===== src/hw/rtl/lsag_pkg.sv =====
// types and constants shared by the load/store address generator
// depends on nothing; imported by lsag_decode and arm_load_store_address_gen
package lsag_pkg;

    localparam int unsigned NumClasses = 11;

    typedef logic [3:0] t_cls;

    // class codes, in match priority order
    localparam t_cls CLS_IMM    = 4'd0;   // word/byte, immediate offset
    localparam t_cls CLS_REG    = 4'd1;   // word/byte, register offset
    localparam t_cls CLS_SB_REG = 4'd2;   // signed byte load, register offset
    localparam t_cls CLS_H_IMM  = 4'd3;   // halfword, immediate offset
    localparam t_cls CLS_H_REG  = 4'd4;   // halfword, register offset
    localparam t_cls CLS_SCALED = 4'd5;   // word/byte, scaled register offset
    localparam t_cls CLS_MULTI  = 4'd6;   // load/store multiple
    localparam t_cls CLS_D_IMM  = 4'd7;   // doubleword, immediate offset
    localparam t_cls CLS_D_REG  = 4'd8;   // doubleword, register offset
    localparam t_cls CLS_EX     = 4'd9;   // exclusive word/byte
    localparam t_cls CLS_EX_D   = 4'd10;  // exclusive doubleword
    localparam t_cls CLS_NONE   = 4'd11;  // nothing matched

    // shift kinds of the scaled offset
    localparam logic [1:0] SH_LSL = 2'd0;
    localparam logic [1:0] SH_LSR = 2'd1;
    localparam logic [1:0] SH_ASR = 2'd2;
    localparam logic [1:0] SH_ROR = 2'd3;

    localparam logic [31:0] CLASS_MASK [NumClasses] = '{
        32'h0e000000, 32'h0e000ff0, 32'h0e500ff0, 32'h0e4000f0, 32'h0e400ff0,
        32'h0e000010, 32'h0e000000, 32'h0e5000d0, 32'h0e500fd0, 32'h0fb00fff,
        32'h0ff00fff
    };

    localparam logic [31:0] CLASS_VALUE [NumClasses] = '{
        32'h04000000, 32'h06000000, 32'h001000d0, 32'h004000b0, 32'h000000b0,
        32'h06000000, 32'h08000000, 32'h004000d0, 32'h000000d0, 32'h01900f9f,
        32'h01b00f9f
    };

    // decoded word leaving the first stage
    typedef struct packed {
        t_cls        cls;
        logic [31:0] offset;    // unsigned offset magnitude, single transfers
        logic [6:0]  list4;     // four times the register count, multiples
        logic [6:0]  bytes;
        logic        load;
        logic        sx;
        logic [3:0]  rd;
        logic [3:0]  wreg;
        logic        p;
        logic        u;
        logic        w;
    } t_dec;

endpackage


===== src/hw/rtl/arm_load_store_address_gen.sv =====
// top level of the load/store address generator: three-stage pipeline
// depends on lsag_pkg and lsag_decode
//
//  channel  | handshake             | payload
//  ---------+-----------------------+-----------------------------------------
//  command  | start / busy          | i_instr, i_base_value, i_index_value,
//           |                       | i_carry_flag
//  result   | o_valid (strobe)      | o_matched_class, o_access_address,
//           |                       | o_access_bytes, o_is_load, o_sign_extend,
//           |                       | o_data_reg, o_writeback_enable,
//           |                       | o_writeback_reg, o_writeback_value
//
// one word enters per clock; its result strobes once it has passed the stage 1, stage 2 and output registers
// stage 1: class match, offset shifter, register list count
// stage 2: offset sign and the base adders
// stage 3: result selection into the output registers
// busy is held low: the receiver cannot stall, so nothing ever backs up
// synchronous active-low reset clears the valid bits only
module arm_load_store_address_gen (
    input  logic        i_clk,
    input  logic        i_rst_n,
    input  logic        start,
    output logic        busy,
    input  logic [31:0] i_instr,
    input  logic [31:0] i_base_value,
    input  logic [31:0] i_index_value,
    input  logic        i_carry_flag,
    output logic        o_valid,
    output logic [3:0]  o_matched_class,
    output logic [31:0] o_access_address,
    output logic [6:0]  o_access_bytes,
    output logic        o_is_load,
    output logic        o_sign_extend,
    output logic [3:0]  o_data_reg,
    output logic        o_writeback_enable,
    output logic [3:0]  o_writeback_reg,
    output logic [31:0] o_writeback_value
);
    import lsag_pkg::*;

    t_dec        dec;

    // stage 1 registers
    logic        r_v1;
    t_dec        r_dec1;
    logic [31:0] r_base1;

    // stage 2 registers
    logic        r_v2;
    t_dec        r_dec2;
    logic [31:0] r_base2;
    logic [31:0] r_sum2;     // base plus signed offset
    logic [31:0] r_up2;      // base plus list size
    logic [31:0] r_dn2;      // base minus list size
    logic [31:0] r_da2;      // base minus list size plus four
    logic [31:0] r_ib2;      // base plus four

    logic [31:0] soff;
    logic [31:0] list32;

    // stage 3 next values
    logic [31:0] n_addr;
    logic        n_wen;
    logic [31:0] n_wval;
    logic        single;

    assign busy = 1'b0;

    lsag_decode u_decode (
        .i_instr       (i_instr),
        .i_index_value (i_index_value),
        .i_carry_flag  (i_carry_flag),
        .o_dec         (dec)
    );

    // stage 1
    always_ff @(posedge i_clk) begin
        if (!i_rst_n) begin
            r_v1 <= 1'b0;
        end else begin
            r_v1 <= start && !busy;
        end
    end

    always_ff @(posedge i_clk) begin
        r_dec1  <= dec;
        r_base1 <= i_base_value;
    end

    // stage 2: subtract the offset when u is clear
    assign soff   = r_dec1.u ? r_dec1.offset : (32'd0 - r_dec1.offset);
    assign list32 = {25'd0, r_dec1.list4};

    always_ff @(posedge i_clk) begin
        if (!i_rst_n) begin
            r_v2 <= 1'b0;
        end else begin
            r_v2 <= r_v1;
        end
    end

    always_ff @(posedge i_clk) begin
        r_dec2  <= r_dec1;
        r_base2 <= r_base1;
        r_sum2  <= r_base1 + soff;
        r_up2   <= r_base1 + list32;
        r_dn2   <= r_base1 - list32;
        r_da2   <= r_base1 + (32'd4 - list32);
        r_ib2   <= r_base1 + 32'd4;
    end

    // stage 3: pick the address and writeback for the class
    always_comb begin
        single = (r_dec2.cls == CLS_IMM)    || (r_dec2.cls == CLS_REG)   ||
                 (r_dec2.cls == CLS_SB_REG) || (r_dec2.cls == CLS_H_IMM) ||
                 (r_dec2.cls == CLS_H_REG)  || (r_dec2.cls == CLS_SCALED) ||
                 (r_dec2.cls == CLS_D_IMM)  || (r_dec2.cls == CLS_D_REG);
        n_addr = 32'd0;
        n_wen  = 1'b0;
        n_wval = 32'd0;
        if (single) begin
            // pre-indexed uses the summed address, post-indexed the base
            n_addr = r_dec2.p ? r_sum2 : r_base2;
            n_wen  = !r_dec2.p || r_dec2.w;
            n_wval = n_wen ? r_sum2 : 32'd0;
        end else if (r_dec2.cls == CLS_MULTI) begin
            // ia, ib, da, db start addresses
            if (r_dec2.u) begin
                n_addr = r_dec2.p ? r_ib2 : r_base2;
            end else begin
                n_addr = r_dec2.p ? r_dn2 : r_da2;
            end
            n_wen  = r_dec2.w;
            n_wval = r_dec2.w ? (r_dec2.u ? r_up2 : r_dn2) : 32'd0;
        end else if ((r_dec2.cls == CLS_EX) || (r_dec2.cls == CLS_EX_D)) begin
            n_addr = r_base2;
        end
    end

    always_ff @(posedge i_clk) begin
        if (!i_rst_n) begin
            o_valid <= 1'b0;
        end else begin
            o_valid <= r_v2;
        end
    end

    always_ff @(posedge i_clk) begin
        o_matched_class    <= r_dec2.cls;
        o_access_address   <= n_addr;
        o_access_bytes     <= r_dec2.bytes;
        o_is_load          <= r_dec2.load;
        o_sign_extend      <= r_dec2.sx;
        o_data_reg         <= r_dec2.rd;
        o_writeback_enable <= n_wen;
        o_writeback_reg    <= r_dec2.wreg;
        o_writeback_value  <= n_wval;
    end

endmodule


===== src/hw/rtl/lsag_decode.sv =====
// instruction class match, offset formation and register list count
// depends on lsag_pkg
module lsag_decode (
    input  logic [31:0]   i_instr,
    input  logic [31:0]   i_index_value,
    input  logic          i_carry_flag,
    output lsag_pkg::t_dec o_dec
);
    import lsag_pkg::*;

    t_cls        cls;
    logic [31:0] imm8;
    logic [31:0] shifted;
    logic [63:0] ror_pair;
    logic [4:0]  amt;
    logic [4:0]  nregs;
    logic        bsel;

    assign amt  = i_instr[11:7];
    assign bsel = i_instr[22];
    assign imm8 = {24'd0, i_instr[11:8], i_instr[3:0]};
    assign ror_pair = {i_index_value, i_index_value} >> amt;
    assign nregs = 5'($countones(i_instr[15:0]));

    // first match wins
    always_comb begin
        cls = CLS_NONE;
        for (int i = NumClasses - 1; i >= 0; i--) begin
            if ((i_instr & CLASS_MASK[i]) == CLASS_VALUE[i]) begin
                cls = t_cls'(i);
            end
        end
    end

    // scaled offset, amount zero is special for all but lsl
    always_comb begin
        case (i_instr[6:5])
            SH_LSL: shifted = i_index_value << amt;
            SH_LSR: shifted = (amt == 5'd0) ? 32'd0 : (i_index_value >> amt);
            SH_ASR: shifted = (amt == 5'd0) ? {32{i_index_value[31]}}
                                            : 32'($signed(i_index_value) >>> amt);
            SH_ROR: shifted = (amt == 5'd0) ? {i_carry_flag, i_index_value[31:1]}
                                            : ror_pair[31:0];
            default: shifted = 32'd0;
        endcase
    end

    always_comb begin
        o_dec        = '0;
        o_dec.cls    = cls;
        o_dec.p      = i_instr[24];
        o_dec.u      = i_instr[23];
        o_dec.w      = i_instr[21];
        o_dec.load   = i_instr[20];
        o_dec.list4  = {nregs, 2'b00};
        if (cls != CLS_NONE) begin
            o_dec.rd   = i_instr[15:12];
            o_dec.wreg = i_instr[19:16];
        end
        case (cls)
            CLS_IMM: begin
                o_dec.offset = {20'd0, i_instr[11:0]};
                o_dec.bytes  = bsel ? 7'd1 : 7'd4;
            end
            CLS_REG: begin
                o_dec.offset = i_index_value;
                o_dec.bytes  = bsel ? 7'd1 : 7'd4;
            end
            CLS_SB_REG: begin
                o_dec.offset = i_index_value;
                o_dec.bytes  = 7'd1;
                o_dec.load   = 1'b1;
                o_dec.sx     = 1'b1;
            end
            CLS_H_IMM: begin
                o_dec.offset = imm8;
                o_dec.bytes  = 7'd2;
            end
            CLS_H_REG: begin
                o_dec.offset = i_index_value;
                o_dec.bytes  = 7'd2;
            end
            CLS_SCALED: begin
                o_dec.offset = shifted;
                o_dec.bytes  = bsel ? 7'd1 : 7'd4;
            end
            CLS_MULTI: begin
                o_dec.bytes = {nregs, 2'b00};
                o_dec.rd    = 4'd0;
            end
            CLS_D_IMM: begin
                o_dec.offset = imm8;
                o_dec.bytes  = 7'd8;
                o_dec.load   = ~i_instr[5];
            end
            CLS_D_REG: begin
                o_dec.offset = i_index_value;
                o_dec.bytes  = 7'd8;
                o_dec.load   = ~i_instr[5];
            end
            CLS_EX: begin
                o_dec.bytes = bsel ? 7'd1 : 7'd4;
                o_dec.load  = 1'b1;
            end
            CLS_EX_D: begin
                o_dec.bytes = 7'd8;
                o_dec.load  = 1'b1;
            end
            default: begin
                o_dec.load = 1'b0;
            end
        endcase
    end

endmodule

===== config.mk =====
export PLATFORM = sky130hd
export DESIGN_NAME = arm_load_store_address_gen
export DESIGN_NICKNAME = d
export VERILOG_FILES = /design/src/hw/rtl/lsag_pkg.sv /design/src/hw/rtl/arm_load_store_address_gen.sv /design/src/hw/rtl/lsag_decode.sv
export SDC_FILE = /design/constraint.sdc
export NUM_CORES = 1
export LEC_CHECK = 0
export BUFFER_PORTS_ARGS = -buffer_cell sky130_fd_sc_hd__buf_2
export CAP_MARGIN = 20
export CORE_ASPECT_RATIO = 0.6
export CORE_UTILIZATION = 35
export DETAILED_ROUTE_END_ITERATION = 10
export HOLD_SLACK_MARGIN = 0.03
export PLACE_DENSITY = 0.53
export SKIP_CTS_REPAIR_TIMING = 1
export SLEW_MARGIN = 30
export SYNTH_ARGS = -nofsm -noshare
export SYNTH_HDL_FRONTEND = slang
export SYNTH_SLANG_ARGS = --single-unit

===== constraint.sdc =====
create_clock -name i_clk -period 6.1 [get_ports i_clk]
set_clock_uncertainty 0.05 [all_clocks]
set_input_delay 0.305 -clock i_clk [delete_from_list [all_inputs] [get_ports i_clk]]
set_output_delay 0.305 -clock i_clk [all_outputs]
set_load 0.01 [all_outputs]

# ---- Yosys cells after proc, flatten, opt, wreduce, memory -nomap -nowiden
# Index checks and enable logic that the tools add are counted.
dict set report word_totals {
  ff_bits 398
  inputBits 100
  ramBits 0
  n_memories 0
  elab_cells 160
  output_inout_bits 88
  mem_bits_ro 0
  latchBits 0
}
dict set report op_classes {
  n_addsub 22
  n_bitwise 2
  div 0
  eq_ne 35
  n_shift 4
  order_cmp 0
  n_reduce_logical 23
  n_mux 35
  n_mul 0
}
# operator n
set op_table {}
lappend op_table {{2-to-1 mux 32 bit} 16}
lappend op_table {{one-hot mux 32 bit (4 select lines)} 2}
lappend op_table {{adder 32 bit} 2}
lappend op_table {{right shift 64 x 5 -> 32 bit} 1}
lappend op_table {{2-to-1 mux 4 bit} 10}
lappend op_table {{== test 4 x 3 -> 1 bit, second input constant} 9}
lappend op_table {{adder 5 bit} 7}
lappend op_table {{one-hot mux 7 bit (5 select lines)} 1}
lappend op_table {{adder 32 x 3 -> 32 bit, second input constant} 1}
lappend op_table {{adder 32 x 7 -> 32 bit} 1}
lappend op_table {{left shift 32 x 5 -> 32 bit} 1}
lappend op_table {{right shift 32 x 5 -> 32 bit} 1}
lappend op_table {{>>> shifter 32 x 5 -> 32 bit} 1}
lappend op_table {{subtractor 1 x 32 -> 32 bit, first input constant} 1}
lappend op_table {{subtractor 32 x 7 -> 32 bit} 1}
lappend op_table {{== test 4 bit, second input constant} 6}
lappend op_table {{== test 20 x 17 -> 1 bit, second input constant} 1}
lappend op_table {{== test 19 x 16 -> 1 bit, second input constant} 1}
lappend op_table {{adder 1 x 1 -> 2 bit} 8}
lappend op_table {{== test 4 x 2 -> 1 bit, second input constant} 4}
lappend op_table {{== test 8 x 5 -> 1 bit, second input constant} 2}
lappend op_table {{== test 13 x 9 -> 1 bit, second input constant} 1}
lappend op_table {{== test 12 x 3 -> 1 bit, second input constant} 1}
lappend op_table {{== test 12 x 4 -> 1 bit, second input constant} 1}
lappend op_table {{21 further kinds} 41}

# ---- Depth between registers and ports, before layout
dict set report logic_depth {
  word_depth 15
  ltp_mapped 19
  depth_no_buf 18
}

# ---- Hierarchy
# A second synthesis with hierarchy kept.
dict set report unflattened {
  hier_cells 2521
  hier_area_um2 23546.3
}
# module area_per_inst_um2 cells_each seq_area_each_um2 n_inst
set by_module_without_submodules {}
lappend by_module_without_submodules {arm_load_store_address_gen 16186.8 1575 7927.6 1}
lappend by_module_without_submodules {lsag_decode 7359.6 946 0.0 1}

# ---- Worst setup path after synthesis
# No wires, ideal clock.
dict set report synth_path {
  path_kind {in2reg}
  from {input port i_instr[7]}
  to {register r_dec1[18] (netlist name)}
  stages 17
  n_path_buf 5
  setup_time_ns 0.116
  required_time_ns 5.934
  path_slack_ns 1.635
  arrival_ns 4.300
  cell_sequence {buf_6 -> buf_8 -> buf_8 -> buf_4 -> buf_4 -> inv_2 -> ha_1 -> inv_1 -> fa_1 -> inv_1 -> fa_1 -> fa_1 -> fa_1 -> ha_1 -> fa_1 -> xor2_1 -> and3_1}
}
# element line_no
set synth_rtl {}
lappend synth_rtl {{from (decl)} arm_load_store_address_gen.sv:24} ;# input logic [31:0] i_instr,
lappend synth_rtl {{to (signal assigned)} arm_load_store_address_gen.sv:86} ;# r_dec1 <= dec;
lappend synth_rtl {{to (decl)} arm_load_store_address_gen.sv:45} ;# t_dec r_dec1;

# ---- Worst setup path after layout
dict set report layout_path {
  from {register r_dec1[31] (netlist name)}
  to {register r_sum2[30]}
}
dict set report layout_via {
  elab_chain_len 3
}
# element line_no
set layout_rtl {}
lappend layout_rtl {{subtractor 1 x 32 -> 32 bit} arm_load_store_address_gen.sv:91} ;# assign soff = r_dec1.u ? r_dec1.offset : (32'd0 - r_dec1.offset);
lappend layout_rtl {{2-to-1 mux 32 bit *} arm_load_store_address_gen.sv:91}
lappend layout_rtl {{adder 32 bit *} arm_load_store_address_gen.sv:105} ;# r_sum2 <= r_base1 + soff;
lappend layout_rtl {{to (signal assigned)} arm_load_store_address_gen.sv:105}
lappend layout_rtl {{to (decl)} arm_load_store_address_gen.sv:52} ;# logic [31:0] r_sum2;
# Every way passes the cells marked *; elsewhere a longest branch is shown, timed or not.
# A chain may end at the register's enable or synchronous reset.

==> key figures <==
Cells and area
  – Final net count: 2628
  – Final Core Density: 0.4114
  – Filler cell count: 5863
  – Diode count: 0
  – Area growth syn-to-layout: 16.20%
  – Max reg flops: 56
  – Final std cells w/o fill: 3228
  – Biggest register: r_dec1
  – Layout cell share with drive strength beyond 1: 0.1594

Drt
  – Vias: 18280
  – Post-DR vias/cell: 5.664
  – Routed WL: 75.24 mm
  – Routed Antenna Nets: 0
  – Drc violations: 0
  – Drt pass-1 iters: 6
  – Wire length per cell: 23.31 um
  – Starting DRT DRC Count: 2074

STA
  – Slew Limit Headroom: 0.3068
  – Worst slew pin tran: 1.036 ns
  – Max-slew violations: 0
  – Unrepaired setup endpoints after global routing: false
  – Final period utilization: 0.7014
  – Final Setup Violations: 0
  – Max Clk Rate: 0.2337 GHz
  – Final hold violation count: 0
  – Period minus WS final: 4.279 ns
  – Fin Setup TNS: 0 ns

Setup path
  – Crit path required time: 6.54 ns
  – Critical path launch point type: register
  – CP Class: register to register
  – Crit path capture type: register
  – CP arrival: 4.72 ns
  – CP Max Fanout: 6

Logic synthesis
  – Net Count, Synth: 2469
  – Post-synthesis sequential area ratio: 0.3714
  – Synth Area in Simple Gates: 0.1301
  – Mean Syn Cell Area: 9.270 um^2
  – Yosys warns: 0
  – Area leader, netlist: dfxtp_1
  – Synthesized instance count: 2262
  – Synth Area in Adders: 0.06922
  – Post-Syn Area: 20970 um^2
  – Post-synth top area share: 0.3714
  – Synth Area in Compound Gates: 0.1791
  – Mux cell area share after synthesis: 0.1331
  – Largest family of logic cells by synthesized area: compound AO/OA/AOI/OAI gates
  – EDFF count, synth: 0
  – Synth async-reset ratio: 0
  – FF+latch count, synth: 389
  – Ranking of synthesized cells by area: dfxtp_1, mux4_2, ha_1, mux2i_1, nor2_1
  – Synth Area in XOR/XNOR: 0.07018
  – Predominant post-synthesis flop cell: dfxtp_1
  – Cell variety after synth: 82

Clock tree
  – H-tree lvl count: 2
  – CTS Sinks: 389
  – Clock buffer count from CTS: 39
  – CTS tree: yes
  – CTS root buf: clkbuf_16
  – Clock slew at reported path FFs: 0.06 ns
  – Latest clock arrival within the worst-skew pair: 0.58 ns
  – CTS max path bufs: 3

Run status
  – Status: completed

Floorplan
  – Die width: 318.0 um
  – Die Ht: 191.6 um
  – IO Pins: 188
  – Initial Util: 0.3540
  – # rows: 69
  – Die ar.: 60920 um^2
  – CORE AREA: 59220 um^2

Place
  – I/O Buffers: 182
  – Final Wtd Congestion: 0.9929
  – Dpl cells: 3108
  – Final HPWL DP: 54.54 mm

Power
  – Total power: 8.444 mW
  – Pleak: 10.44 nW
  – Maximum VDD drop: 0.1927 mV
  – Pwr Density: 346.6 nW/um^2

Global route
  – Vias in the first global route: 17130
  – Largest net degree at the start of global routing: 74
  – GRT Util Overall: 0.2436
  – Busiest grt layer: met1
  – Met1 usage: 0.3634
  – Met2 usage in global routing: 0.3511
  – Met3 GRT Util: 0.06400
  – Antenna violations before repair: 1
  – First-pass GRT wire length: 111.7 mm
  – Remaining global-route overflow: 0

Worst hold path
  – Hold WC Path Type: input port to register

Flow run
  – Max Cap Viol: 0
path summary, 6_finish.rpt:
path,startpoint,end,slack (ns),cells after the start
min,i_instr[26],r_dec1[18],0.09,3
max reg2reg,r_dec1[31],r_sum2[30],1.82,13
min reg2reg,r_dec1[7],r_dec2[7],0.28,0
max,r_dec1[31],r_sum2[30],1.82,13
layout by cell type (no fill, tap or decap), types with 10 or more instances in the layout:
cell type      Yosys  final
inv_1             90     89
mux4_2            72     72
o31ai_1           10     10
nor2b_1           16     15
a221oi_1          12     12
a22oi_1           15     15
ha_1              92     92
a21o_1            41     41
nand4_1           17     17
o22ai_1           11     11
and3_1            20     20
buf_4              4     29
mux2_2            13     13
nand3_1           43     43
mux2i_1           89     89
nand2b_1          12     12
clkbuf_16          0     39
dlygate4sd3_1      0     52
nor3_1            39     39
a222oi_1          33     33
a211oi_1          23     23
o21ai_0          108    107
o21ai_1           36     37
a31oi_1           18     18
dfxtp_1          389    387
buf_2             16    181
o21a_1            13     13
a21oi_1          167    165
xnor2_1           84     84
and2_1            16     16
xor2_1            84     84
nor2_1           233    230
nand2_1          152    152
fa_1              15     15
cells in the mapped netlist (15+ instances only):
library cell	instances
a211oi_1	23
a21o_1	41
a21oi_1	167
a222oi_1	33
a22oi_1	15
a31oi_1	18
and2_1	16
and3_1	20
buf_1	21
buf_2	16
clkbuf_1	101
dfxtp_1	389
fa_1	15
ha_1	92
inv_1	90
mux2i_1	89
mux4_2	72
nand2_1	152
nand3_1	43
nand4_1	17
nor2_1	233
nor2b_1	16
nor3_1	39
o21ai_0	108
o21ai_1	36
xnor2_1	84
xor2_1	84
stage by stage:
| step | hold slack, ns | area, um^2 | setup WS (ns) |
|---|---|---|---|
| finish | 0.09476 | 24360 | 1.821 |
| global route | 0.09027 | 24360 | 1.491 |
| CTS | -0.2586 | 23820 | 1.845 |
| detailed placement | 0.2621 | 22530 | 1.603 |
| global placement | 0.2613 | 22500 | 1.622 |
| floorplan | 0.2596 | 20970 | 1.635 |
critical path, cell delays in order, from the launching register on:
cell	delay, ns
dfxtp_1	0.33
nor4_1	0.42
nor4b_2	0.57
a21oi_1	0.16
xor2_1	0.18
ha_1	0.35
a21oi_1	0.14
o21ai_0	0.12
a21o_1	0.19
a221o_1	0.46
a22oi_1	0.40
o221ai_1	0.27
a221oi_1	0.38
xnor2_1	0.15
final cells by class:
type	count	area [um^2]	area share
inverters	94	352.8	0.01448
clock buffers	47	1036	0.04252
well taps	781	977.2	0.04011
repair buffers	265	1698	0.06969
clock inverters	20	260.3	0.01068
flip-flops and latches	389	7792	0.3198
multi-input cells	1632	12250	0.5027
cells by family after synthesis:
logic type,Yosys count
XOR/XNOR,168
flip-flops,389
other,1
multiplexers,180
adder cells (fa/ha/maj),107
buffers and inverters,241
AO/OA/AOI/OAI,578
AND/OR/NAND/NOR,598
per-layer routing:
layer,vias to the layer above,share of wire
met3,81,0.094
met5,-,0
met1,8942,0.49
met4,0,0.013
met2,767,0.40
li1,8492,-
where the power goes:
group | internal [mW] | switching, mW | total (mW)
logic | 1.16 | 1.58 | 2.74
clock network | 1.40 | 1.04 | 2.45
registers | 3.00 | 0.257 | 3.26
total | 5.57 | 2.88 | 8.44
(Power assumes the default switching activity.)
